===== config.mk =====
export PLATFORM = sky130hd
export DESIGN_NAME = i2c_bus_master_sequencer
export DESIGN_NICKNAME = d
export VERILOG_FILES = /design/src/rtl/i2cbms_pkg.sv /design/src/rtl/i2c_bus_master_sequencer.sv
export SDC_FILE = /design/constraint.sdc
export NUM_CORES = 1
export LEC_CHECK = 0
export ABC_AREA = 0
export BUFFER_PORTS_ARGS = -buffer_cell sky130_fd_sc_hd__buf_2
export CAP_MARGIN = 20
export CORE_ASPECT_RATIO = 1.2
export CORE_UTILIZATION = 61
export CTS_CLUSTER_DIAMETER = 200
export CTS_CLUSTER_SIZE = 20
export DETAILED_ROUTE_END_ITERATION = 12
export PLACE_DENSITY = 0.84
export SLEW_MARGIN = 25
export SYNTH_ARGS = -nofsm -noshare
export SYNTH_HDL_FRONTEND = slang
export SYNTH_SLANG_ARGS = --single-unit

===== constraint.sdc =====
create_clock -name clk -period 2.9 [get_ports clk]
set_input_delay 0.58 -clock clk [delete_from_list [all_inputs] [get_ports clk]]
set_output_delay 0.58 -clock clk [all_outputs]
set_load 0.1 [all_outputs]

===== src/rtl/i2cbms_pkg.sv =====
// Shared types and constants for the I2C bus master sequencer.
// Depends on nothing. The top level refers to it by scoped names.
package i2cbms_pkg;

	localparam int TPU_W = 10;
	localparam int POLL_W = 8;
	localparam int BYTE_W = 8;
	localparam int MODE_W = 3;
	localparam int CFG_DATA_W = 10;
	localparam int CFG_IDX_W = 1;
	// A wait is at most four times the widest tick count.
	localparam int DELAY_W = TPU_W + 2;
	localparam int BITCNT_W = 4;

	localparam logic [BITCNT_W-1:0] BITS_PER_BYTE = 4'd8;

	localparam logic [TPU_W-1:0] TPU_RESET = 10'd100;
	localparam logic [POLL_W-1:0] POLL_LIMIT_RESET = 8'd250;

	// Configuration register indexes.
	localparam logic [CFG_IDX_W-1:0] REG_TICKS_PER_US = 1'd0;
	localparam logic [CFG_IDX_W-1:0] REG_ACK_POLL_LIMIT = 1'd1;

	// Command codes.
	localparam logic [MODE_W-1:0] MODE_START = 3'd0;
	localparam logic [MODE_W-1:0] MODE_STOP = 3'd1;
	localparam logic [MODE_W-1:0] MODE_SEND = 3'd2;
	localparam logic [MODE_W-1:0] MODE_READ = 3'd3;
	localparam logic [MODE_W-1:0] MODE_WAIT_ACK = 3'd4;
	localparam logic [MODE_W-1:0] MODE_ACK = 3'd5;
	localparam logic [MODE_W-1:0] MODE_NACK = 3'd6;

	typedef enum logic [3:0] {
		PH_IDLE,
		PH_ST1,
		PH_ST2,
		PH_SP1,
		PH_SP2,
		PH_WA1,
		PH_WA2,
		PH_WAT,
		PH_AK1,
		PH_SB1,
		PH_SB2,
		PH_SB3,
		PH_RB1,
		PH_RB2
	} phase_t;

endpackage


===== src/rtl/i2c_bus_master_sequencer.sv =====
// I2C bus master sequencer top level: request input register, bus phase
// sequencer and result register. Depends on i2cbms_pkg.
//
//   channel   direction  handshake            payload
//   request   in         in_valid / in_stall  command_valid, mode, tx_byte, sda_sample
//   result    out        out_valid/out_stall  scl_level, sda_level, busy_res, done_res,
//                                             rx_byte, ack_timeout
//   config    in         cfg_we               cfg_index, cfg_data
//
// Every request stands for one tick of bus time and yields exactly one result.
// A request is held in the input register, then the phase sequencer updates
// its state and writes the result register, which drives the outputs; one
// request is taken every cycle while the result register is not stalled.
// Reset releases both bus lines, clears the sequencer to idle and loads the
// configuration defaults of 100 ticks per microsecond and a poll limit of 250.
// While the result register is full and stalled, the input register holds and
// in_stall rises only when the input register is also occupied.
module i2c_bus_master_sequencer (
	input  logic                                clk,
	input  logic                                arst_n,
	input  logic                                in_valid,
	output logic                                in_stall,
	input  logic                                command_valid,
	input  logic [i2cbms_pkg::MODE_W-1:0]       mode,
	input  logic [i2cbms_pkg::BYTE_W-1:0]       tx_byte,
	input  logic                                sda_sample,
	output logic                                out_valid,
	input  logic                                out_stall,
	output logic                                scl_level,
	output logic                                sda_level,
	output logic                                busy_res,
	output logic                                done_res,
	output logic [i2cbms_pkg::BYTE_W-1:0]       rx_byte,
	output logic                                ack_timeout,
	input  logic                                cfg_we,
	input  logic [i2cbms_pkg::CFG_IDX_W-1:0]    cfg_index,
	input  logic [i2cbms_pkg::CFG_DATA_W-1:0]   cfg_data
);

	// Configuration registers.
	logic [i2cbms_pkg::TPU_W-1:0]  tpu_q;
	logic [i2cbms_pkg::POLL_W-1:0] poll_limit_q;

	// Input register.
	logic                          valid_s1;
	logic                          cmd_valid_s1;
	logic [i2cbms_pkg::MODE_W-1:0] mode_s1;
	logic [i2cbms_pkg::BYTE_W-1:0] tx_byte_s1;
	logic                          sda_s1;

	// Sequencer state.
	i2cbms_pkg::phase_t              phase_q, phase_d;
	logic [i2cbms_pkg::MODE_W-1:0]   active_mode_q, active_mode_d;
	logic [i2cbms_pkg::DELAY_W-1:0]  delay_q, delay_d;
	logic [i2cbms_pkg::BITCNT_W-1:0] bit_count_q, bit_count_d;
	logic [i2cbms_pkg::BYTE_W-1:0]   shift_q, shift_d;
	logic [i2cbms_pkg::POLL_W-1:0]   poll_count_q, poll_count_d;
	logic                            scl_q, scl_d;
	logic                            sda_q, sda_d;
	logic                            timeout_q, timeout_d;
	logic [i2cbms_pkg::BYTE_W-1:0]   rx_q, rx_d;
	logic                            done_d;

	// Result register.
	logic                          valid_s2;
	logic                          scl_s2;
	logic                          sda_s2;
	logic                          busy_s2;
	logic                          done_s2;
	logic [i2cbms_pkg::BYTE_W-1:0] rx_s2;
	logic                          timeout_s2;

	logic advance;
	logic in_accept;

	// Wait lengths of one, two and four microseconds.
	logic [i2cbms_pkg::DELAY_W-1:0] wait1, wait2, wait4;
	logic                           wait_done;
	logic [i2cbms_pkg::DELAY_W-1:0] delay_dec;
	logic [i2cbms_pkg::BITCNT_W-1:0] bit_count_inc;

	// The input register moves into the sequencer whenever the result
	// register is empty or being drained this cycle.
	assign advance = valid_s1 && (!valid_s2 || !out_stall);
	assign in_stall = valid_s1 && !advance;
	assign in_accept = in_valid && !in_stall;

	assign wait1 = {2'b00, tpu_q};
	assign wait2 = {1'b0, tpu_q, 1'b0};
	assign wait4 = {tpu_q, 2'b00};

	// A wait counts down to one; a zero load still lasts one tick.
	assign wait_done = (delay_q <= i2cbms_pkg::DELAY_W'(1));
	assign delay_dec = wait_done ? '0 : delay_q - i2cbms_pkg::DELAY_W'(1);
	assign bit_count_inc = bit_count_q + i2cbms_pkg::BITCNT_W'(1);

	always_ff @(posedge clk or negedge arst_n) begin
		if (!arst_n) begin
			tpu_q <= i2cbms_pkg::TPU_RESET;
			poll_limit_q <= i2cbms_pkg::POLL_LIMIT_RESET;
		end else if (cfg_we) begin
			case (cfg_index)
				i2cbms_pkg::REG_TICKS_PER_US: begin
					tpu_q <= cfg_data[i2cbms_pkg::TPU_W-1:0];
				end
				i2cbms_pkg::REG_ACK_POLL_LIMIT: begin
					poll_limit_q <= cfg_data[i2cbms_pkg::POLL_W-1:0];
				end
				default: begin
				end
			endcase
		end
	end

	// Input register.
	always_ff @(posedge clk or negedge arst_n) begin
		if (!arst_n) begin
			valid_s1 <= 1'b0;
		end else if (in_accept) begin
			valid_s1 <= 1'b1;
		end else if (advance) begin
			valid_s1 <= 1'b0;
		end
	end

	always_ff @(posedge clk) begin
		if (in_accept) begin
			cmd_valid_s1 <= command_valid;
			mode_s1 <= mode;
			tx_byte_s1 <= tx_byte;
			sda_s1 <= sda_sample;
		end
	end

	// Sequencer state register; it steps once per request.
	always_ff @(posedge clk or negedge arst_n) begin
		if (!arst_n) begin
			phase_q <= i2cbms_pkg::PH_IDLE;
			active_mode_q <= '0;
			delay_q <= '0;
			bit_count_q <= '0;
			shift_q <= '0;
			poll_count_q <= '0;
			scl_q <= 1'b1;
			sda_q <= 1'b1;
			timeout_q <= 1'b0;
			rx_q <= '0;
		end else if (advance) begin
			phase_q <= phase_d;
			active_mode_q <= active_mode_d;
			delay_q <= delay_d;
			bit_count_q <= bit_count_d;
			shift_q <= shift_d;
			poll_count_q <= poll_count_d;
			scl_q <= scl_d;
			sda_q <= sda_d;
			timeout_q <= timeout_d;
			rx_q <= rx_d;
		end
	end

	// Next state of the bus sequencer for one tick of bus time.
	always_comb begin
		phase_d = phase_q;
		active_mode_d = active_mode_q;
		delay_d = delay_q;
		bit_count_d = bit_count_q;
		shift_d = shift_q;
		poll_count_d = poll_count_q;
		scl_d = scl_q;
		sda_d = sda_q;
		timeout_d = timeout_q;
		rx_d = rx_q;
		done_d = 1'b0;

		case (phase_q)
			i2cbms_pkg::PH_IDLE: begin
				// Unused command codes leave the sequencer idle.
				if (cmd_valid_s1 && mode_s1 <= i2cbms_pkg::MODE_NACK) begin
					active_mode_d = mode_s1;
					case (mode_s1)
						i2cbms_pkg::MODE_START: begin
							sda_d = 1'b1;
							scl_d = 1'b1;
							delay_d = wait4;
							phase_d = i2cbms_pkg::PH_ST1;
						end
						i2cbms_pkg::MODE_STOP: begin
							sda_d = 1'b0;
							scl_d = 1'b1;
							delay_d = wait4;
							phase_d = i2cbms_pkg::PH_SP1;
						end
						i2cbms_pkg::MODE_SEND: begin
							bit_count_d = '0;
							sda_d = tx_byte_s1[i2cbms_pkg::BYTE_W-1];
							shift_d = {tx_byte_s1[i2cbms_pkg::BYTE_W-2:0], 1'b0};
							delay_d = wait2;
							phase_d = i2cbms_pkg::PH_SB1;
						end
						i2cbms_pkg::MODE_READ: begin
							bit_count_d = '0;
							shift_d = '0;
							scl_d = 1'b1;
							delay_d = wait2;
							phase_d = i2cbms_pkg::PH_RB1;
						end
						i2cbms_pkg::MODE_WAIT_ACK: begin
							sda_d = 1'b1;
							scl_d = 1'b1;
							poll_count_d = '0;
							timeout_d = 1'b0;
							delay_d = wait1;
							phase_d = i2cbms_pkg::PH_WA1;
						end
						i2cbms_pkg::MODE_ACK, i2cbms_pkg::MODE_NACK: begin
							sda_d = (mode_s1 == i2cbms_pkg::MODE_NACK);
							scl_d = 1'b1;
							delay_d = wait2;
							phase_d = i2cbms_pkg::PH_AK1;
						end
						default: begin
						end
					endcase
				end
			end
			i2cbms_pkg::PH_ST1: begin
				delay_d = delay_dec;
				if (wait_done) begin
					sda_d = 1'b0;
					delay_d = wait4;
					phase_d = i2cbms_pkg::PH_ST2;
				end
			end
			i2cbms_pkg::PH_SP1: begin
				delay_d = delay_dec;
				if (wait_done) begin
					sda_d = 1'b1;
					delay_d = wait4;
					phase_d = i2cbms_pkg::PH_SP2;
				end
			end
			i2cbms_pkg::PH_ST2, i2cbms_pkg::PH_SP2, i2cbms_pkg::PH_AK1: begin
				delay_d = delay_dec;
				if (wait_done) begin
					scl_d = 1'b0;
					sda_d = 1'b1;
					phase_d = i2cbms_pkg::PH_IDLE;
					done_d = 1'b1;
				end
			end
			i2cbms_pkg::PH_WA1: begin
				delay_d = delay_dec;
				if (wait_done) begin
					phase_d = i2cbms_pkg::PH_WA2;
				end
			end
			i2cbms_pkg::PH_WA2: begin
				if (!sda_s1) begin
					scl_d = 1'b0;
					phase_d = i2cbms_pkg::PH_IDLE;
					done_d = 1'b1;
				end else if (poll_count_q >= poll_limit_q) begin
					scl_d = 1'b0;
					timeout_d = 1'b1;
					phase_d = i2cbms_pkg::PH_WAT;
				end else begin
					poll_count_d = poll_count_q + i2cbms_pkg::POLL_W'(1);
				end
			end
			i2cbms_pkg::PH_WAT: begin
				// After a timeout the bus is released with a stop sequence.
				sda_d = 1'b0;
				scl_d = 1'b1;
				delay_d = wait4;
				phase_d = i2cbms_pkg::PH_SP1;
			end
			i2cbms_pkg::PH_SB1: begin
				delay_d = delay_dec;
				if (wait_done) begin
					scl_d = 1'b1;
					delay_d = wait2;
					phase_d = i2cbms_pkg::PH_SB2;
				end
			end
			i2cbms_pkg::PH_SB2: begin
				delay_d = delay_dec;
				if (wait_done) begin
					scl_d = 1'b0;
					delay_d = wait2;
					phase_d = i2cbms_pkg::PH_SB3;
				end
			end
			i2cbms_pkg::PH_SB3: begin
				delay_d = delay_dec;
				if (wait_done) begin
					bit_count_d = bit_count_inc;
					if (bit_count_inc < i2cbms_pkg::BITS_PER_BYTE) begin
						sda_d = shift_q[i2cbms_pkg::BYTE_W-1];
						shift_d = {shift_q[i2cbms_pkg::BYTE_W-2:0], 1'b0};
						delay_d = wait2;
						phase_d = i2cbms_pkg::PH_SB1;
					end else begin
						scl_d = 1'b0;
						sda_d = 1'b1;
						phase_d = i2cbms_pkg::PH_IDLE;
						done_d = 1'b1;
					end
				end
			end
			i2cbms_pkg::PH_RB1: begin
				// SDA is sampled at the end of the SCL high time.
				delay_d = delay_dec;
				if (wait_done) begin
					shift_d = {shift_q[i2cbms_pkg::BYTE_W-1:1], shift_q[0] | sda_s1};
					scl_d = 1'b0;
					delay_d = wait2;
					phase_d = i2cbms_pkg::PH_RB2;
				end
			end
			i2cbms_pkg::PH_RB2: begin
				delay_d = delay_dec;
				if (wait_done) begin
					bit_count_d = bit_count_inc;
					if (bit_count_inc < i2cbms_pkg::BITS_PER_BYTE) begin
						shift_d = {shift_q[i2cbms_pkg::BYTE_W-2:0], 1'b0};
						scl_d = 1'b1;
						delay_d = wait2;
						phase_d = i2cbms_pkg::PH_RB1;
					end else begin
						scl_d = 1'b0;
						sda_d = 1'b1;
						rx_d = shift_q;
						phase_d = i2cbms_pkg::PH_IDLE;
						done_d = 1'b1;
					end
				end
			end
			default: begin
				phase_d = i2cbms_pkg::PH_IDLE;
			end
		endcase
	end

	// Result register.
	always_ff @(posedge clk or negedge arst_n) begin
		if (!arst_n) begin
			valid_s2 <= 1'b0;
		end else if (advance) begin
			valid_s2 <= 1'b1;
		end else if (!out_stall) begin
			valid_s2 <= 1'b0;
		end
	end

	always_ff @(posedge clk) begin
		if (advance) begin
			scl_s2 <= scl_d;
			sda_s2 <= sda_d;
			busy_s2 <= (phase_d != i2cbms_pkg::PH_IDLE);
			done_s2 <= done_d;
			rx_s2 <= rx_d;
			timeout_s2 <= timeout_d;
		end
	end

	assign out_valid = valid_s2;
	assign scl_level = scl_s2;
	assign sda_level = sda_s2;
	assign busy_res = busy_s2;
	assign done_res = done_s2;
	assign rx_byte = rx_s2;
	assign ack_timeout = timeout_s2;

	// A finished command always leaves the sequencer idle.
	a_done_not_busy: assert property (@(posedge clk) disable iff (!arst_n)
		out_valid && done_res |-> !busy_res)
		else $error("done pulse reported while still busy");

	// The tick after an acknowledge timeout keeps SCL pulled low.
	a_timeout_scl_low: assert property (@(posedge clk) disable iff (!arst_n)
		phase_q == i2cbms_pkg::PH_WAT |-> !scl_q && timeout_q)
		else $error("timeout tick without SCL low and flag set");

	// The bit counter never runs past one byte.
	a_bit_count_range: assert property (@(posedge clk) disable iff (!arst_n)
		bit_count_q <= i2cbms_pkg::BITS_PER_BYTE)
		else $error("bit counter beyond one byte");

	// The input register only stalls while the result register is held.
	a_stall_cause: assert property (@(posedge clk) disable iff (!arst_n)
		in_stall |-> valid_s1 && valid_s2 && out_stall)
		else $error("input stalled without a held result");

endmodule

==> flow_summary.ini <==
[placed_design]
placed_cell_area_sq_mm = 0.00615
port_buf_inserts = 43
hpwlAfterDp_microns = 10800
gp_congestion = 0.930
numPlacedInstances = 754
post-place-ws_ps = 328

[setup_path]
arrival_ps = 3010
cp-end-kind = flop
crit_required_ps = 3200
crit_path_max_fanout = 7
timing.setup.critical_path_class = reg2reg
worstSetupStartpointType = flop

[global_routing]
grt_first_pass_wirelength_microns = 24100
antenna_violations_before_repair = 0
grt_pass1_vias = 4871
grt_max_degree = 32
global_route.usage.total_pct = 31.4
overflow = 0

[route]
drc = 0
dr.pass1.iters = 7
vias = 5091
postRouteAntennaNets = 0
routedWlPerCell_microns = 19.1
route.detailed.vias_per_inst = 6.61
drt_first_iter_violations = 443
finalWirelength_microns = 14700

[yosys]
flop_and_latch_count_out_of_synthesis = 93
synth_area_per_inst_sq_um = 9.52
number_of_synthesized_flops_with_an_enable_pin = 26
syn_nets = 643
post_synth_inst_count = 602
yosys.cell_types.count = 69
synth_async_sr_flop_share_pct = 72.0
ys_seq_area_share_pct = 43.1
yosys_warnings = 0
synth_top_flop_cell = dfrtp_1
syn_area_sq_mm = 0.00573

[clock_network]
clock-sinks = 93
clk-insertion-delay-late_ps = 380
htree_num_levels = 3
cts_resized = 0
cts_post_setup_buffers_inserted = 0
cts-root-buf = clkbuf_8
clkSlewWorstSetupHoldPaths_ps = 100
cts_inserted_buffers = 9
cts.hold.buffers_added = 0
ctsLongestPathBuffers = 2
tritoncts = yes

[die]
std_cell_rows = 38
area_inside_the_core_boundary_sq_mm = 0.00908
chip_width_microns = 90.5
die_area_sq_mm = 0.00979
initial_utilization_pct = 63.1
num_io_pins = 44
die_height_microns = 108

[timing]
setup-violations-final = 0
finalHoldViolations = 0
timing.final.ws_setup_ps = 191
final_min_period_over_clock_period_pct = 93.4
rsz0062_at_grt = false
finClkSkew_ps = 10.4
fin_hold_ws_ps = 202
slew_headroom_pct = 35.7
timing_worst_slew_pin_value_ps = 959
max_transition_viols_final = 0
final_period_minus_worst_setup_slack_ps = 2710
fmax_ghz = 0.369
setup_tns_ps = 0

[final_layout]
final_antenna_diode_count = 0
combined_area_of_the_multi_input_logic_cells_sq_mm = 0.00303
num-nets-final = 686
finalInstanceArea_sq_mm = 0.00634
layout-area-overhead-vs-synth_pct = 10.6
fill_cells = 692
ff_latch_area_sq_mm = 0.00247
post_route_cells_drive_above_1_share_pct = 22.6
layout.core_utilization_pct = 69.8
fin_cells = 770

[power]
total_power_mw = 5.25
p_leak_nw = 2.68
power_density_mw_per_mm2 = 829
worst_ir_drop_vdd_v = 0.000574

[hold_path]
hp-class = in2async

[flow_run]
maximum_capacitance_violations = 0

[status]
outcome = finished, final reports clean
critical path, stage by stage, from the launching register on:
cell	delay (ps)
dfstp_2	540
inv_1	40
ha_1	280
o21ai_0	200
nor2_1	60
o211ai_1	460
a21oi_1	290
or4_1	580
a21oi_1	180
Yosys cell counts, types with 6 or more instances:
| cell | n | area [sq um] |
|---|---|---|
| a221oi_1 | 8 | 70.1 |
| edfxtp_1 | 26 | 781 |
| ha_1 | 12 | 150 |
| a31oi_1 | 14 | 87.6 |
| nand4_1 | 6 | 37.5 |
| nor2_1 | 41 | 154 |
| o21ai_0 | 45 | 225 |
| clkbuf_1 | 23 | 86.3 |
| and2_1 | 7 | 43.8 |
| nand2_1 | 52 | 195 |
| xor2_1 | 8 | 70.1 |
| buf_2 | 9 | 45.0 |
| o22ai_1 | 10 | 62.6 |
| nand2b_1 | 10 | 62.6 |
| a22oi_1 | 16 | 120 |
| nor3_1 | 14 | 70.1 |
| a32oi_1 | 6 | 52.6 |
| nand3_1 | 17 | 85.1 |
| mux2_2 | 36 | 405 |
| xnor2_1 | 9 | 78.8 |
| inv_1 | 19 | 71.3 |
| nor2b_1 | 15 | 93.8 |
| a21oi_1 | 27 | 135 |
| dfrtp_1 | 56 | 1400 |
| or3_1 | 7 | 43.8 |
| dfstp_2 | 11 | 289 |
kinds of logic (layout without fill, tap and decap cells):
| logic type | Yosys count | in the layout | synth area share [%] |
|---|---|---|---|
| AND/OR/NAND/NOR | 201 | 201 | 18.7 |
| AO/OA/AOI/OAI | 182 | 182 | 21.0 |
| flip-flops | 93 | 93 | 43.1 |
| buffers and inverters | 56 | 104 | 4.02 |
| multiplexers | 41 | 41 | 7.95 |
| XOR/XNOR | 17 | 17 | 2.60 |
| adder cells (fa/ha/maj) | 12 | 12 | 2.62 |
routing by layer:
metal	up-vias	wire length [microns]	GRT usage, %
met1	2450	6090	41.7
met3	33	1030	4.57
met5	-	0	0
li1	2342	-	-
met2	266	7280	52.4
met4	0	333	12.1
power by group:
group	internal [mW]	total (mW)	switching, mW	leakage (nW)
Clock	0.333	0.859	0.526	0.0922
Sequential	1.63	2.01	0.377	1.09
Combinational	0.926	2.39	1.46	1.50
layout make-up:
| type | instances | share of cell area (%) |
|---|---|---|
| Clock buffer | 9 | 1.95 |
| Sequential cell | 93 | 39.0 |
| Clock inverter | 7 | 1.12 |
| Multi-Input combinational cell | 453 | 47.8 |
| Tap cell | 120 | 2.37 |
| Timing Repair Buffer | 69 | 6.67 |
| Inverter | 19 | 1.12 |
layout by cell type, fill, tap and decap left out, drive strengths merged, types with 6 or more instances in the layout:
| cell type | synthesis | final |
|---|---|---|
| inv | 19 | 21 |
| nand4 | 6 | 6 |
| nor2b | 15 | 15 |
| nand2b | 10 | 10 |
| o22ai | 10 | 10 |
| o21ai | 50 | 50 |
| and2 | 7 | 7 |
| edfxtp | 26 | 26 |
| nor2 | 42 | 42 |
| mux2 | 36 | 36 |
| xor2 | 8 | 8 |
| dfstp | 11 | 11 |
| clkbuf | 24 | 9 |
| or3 | 7 | 7 |
| a22oi | 16 | 16 |
| nor4 | 6 | 6 |
| dfrtp | 56 | 56 |
| ha | 12 | 12 |
| a31oi | 14 | 14 |
| nand3 | 17 | 17 |
| buf | 13 | 69 |
| nor3 | 15 | 15 |
| xnor2 | 9 | 9 |
| a32oi | 6 | 6 |
| a21oi | 28 | 28 |
| nand2 | 53 | 53 |
| a221oi | 8 | 8 |
worst paths after layout:
kind                            depth (start not counted)  slack [ps]                         from                          end
max in group asynchronous                               2        1880                       arst_n         tpu_q[6]$_DFFE_PN1P_
worst min register to register                          2         500            sda_q$_DFFE_PN1P_            sda_q$_DFFE_PN1P_
worst min-delay path                                    1         200                       arst_n       delay_q[6]$_DFFE_PN0P_
worst max register to register                          8         190  poll_limit_q[3]$_DFFE_PN1P_  poll_count_q[7]$_DFFE_PN0P_
min in group clk                                        1         380                   tx_byte[4]      tx_byte_s1[4]$_DFFE_PP_
worst max-delay path                                    8         190  poll_limit_q[3]$_DFFE_PN1P_  poll_count_q[7]$_DFFE_PN0P_
sequential cells by signal, summed over array words and instances, names as in the netlist, 3 cells and up:
name / count
delay_q: 12
tpu_q: 10
poll_count_q: 8
poll_limit_q: 8
rx_byte: 8
rx_q: 8
shift_q: 8
tx_byte_s1: 8
bit_count_q: 4
phase_q: 4
mode_s1: 3
No activity file was read; power rests on OpenSTA's default activity.
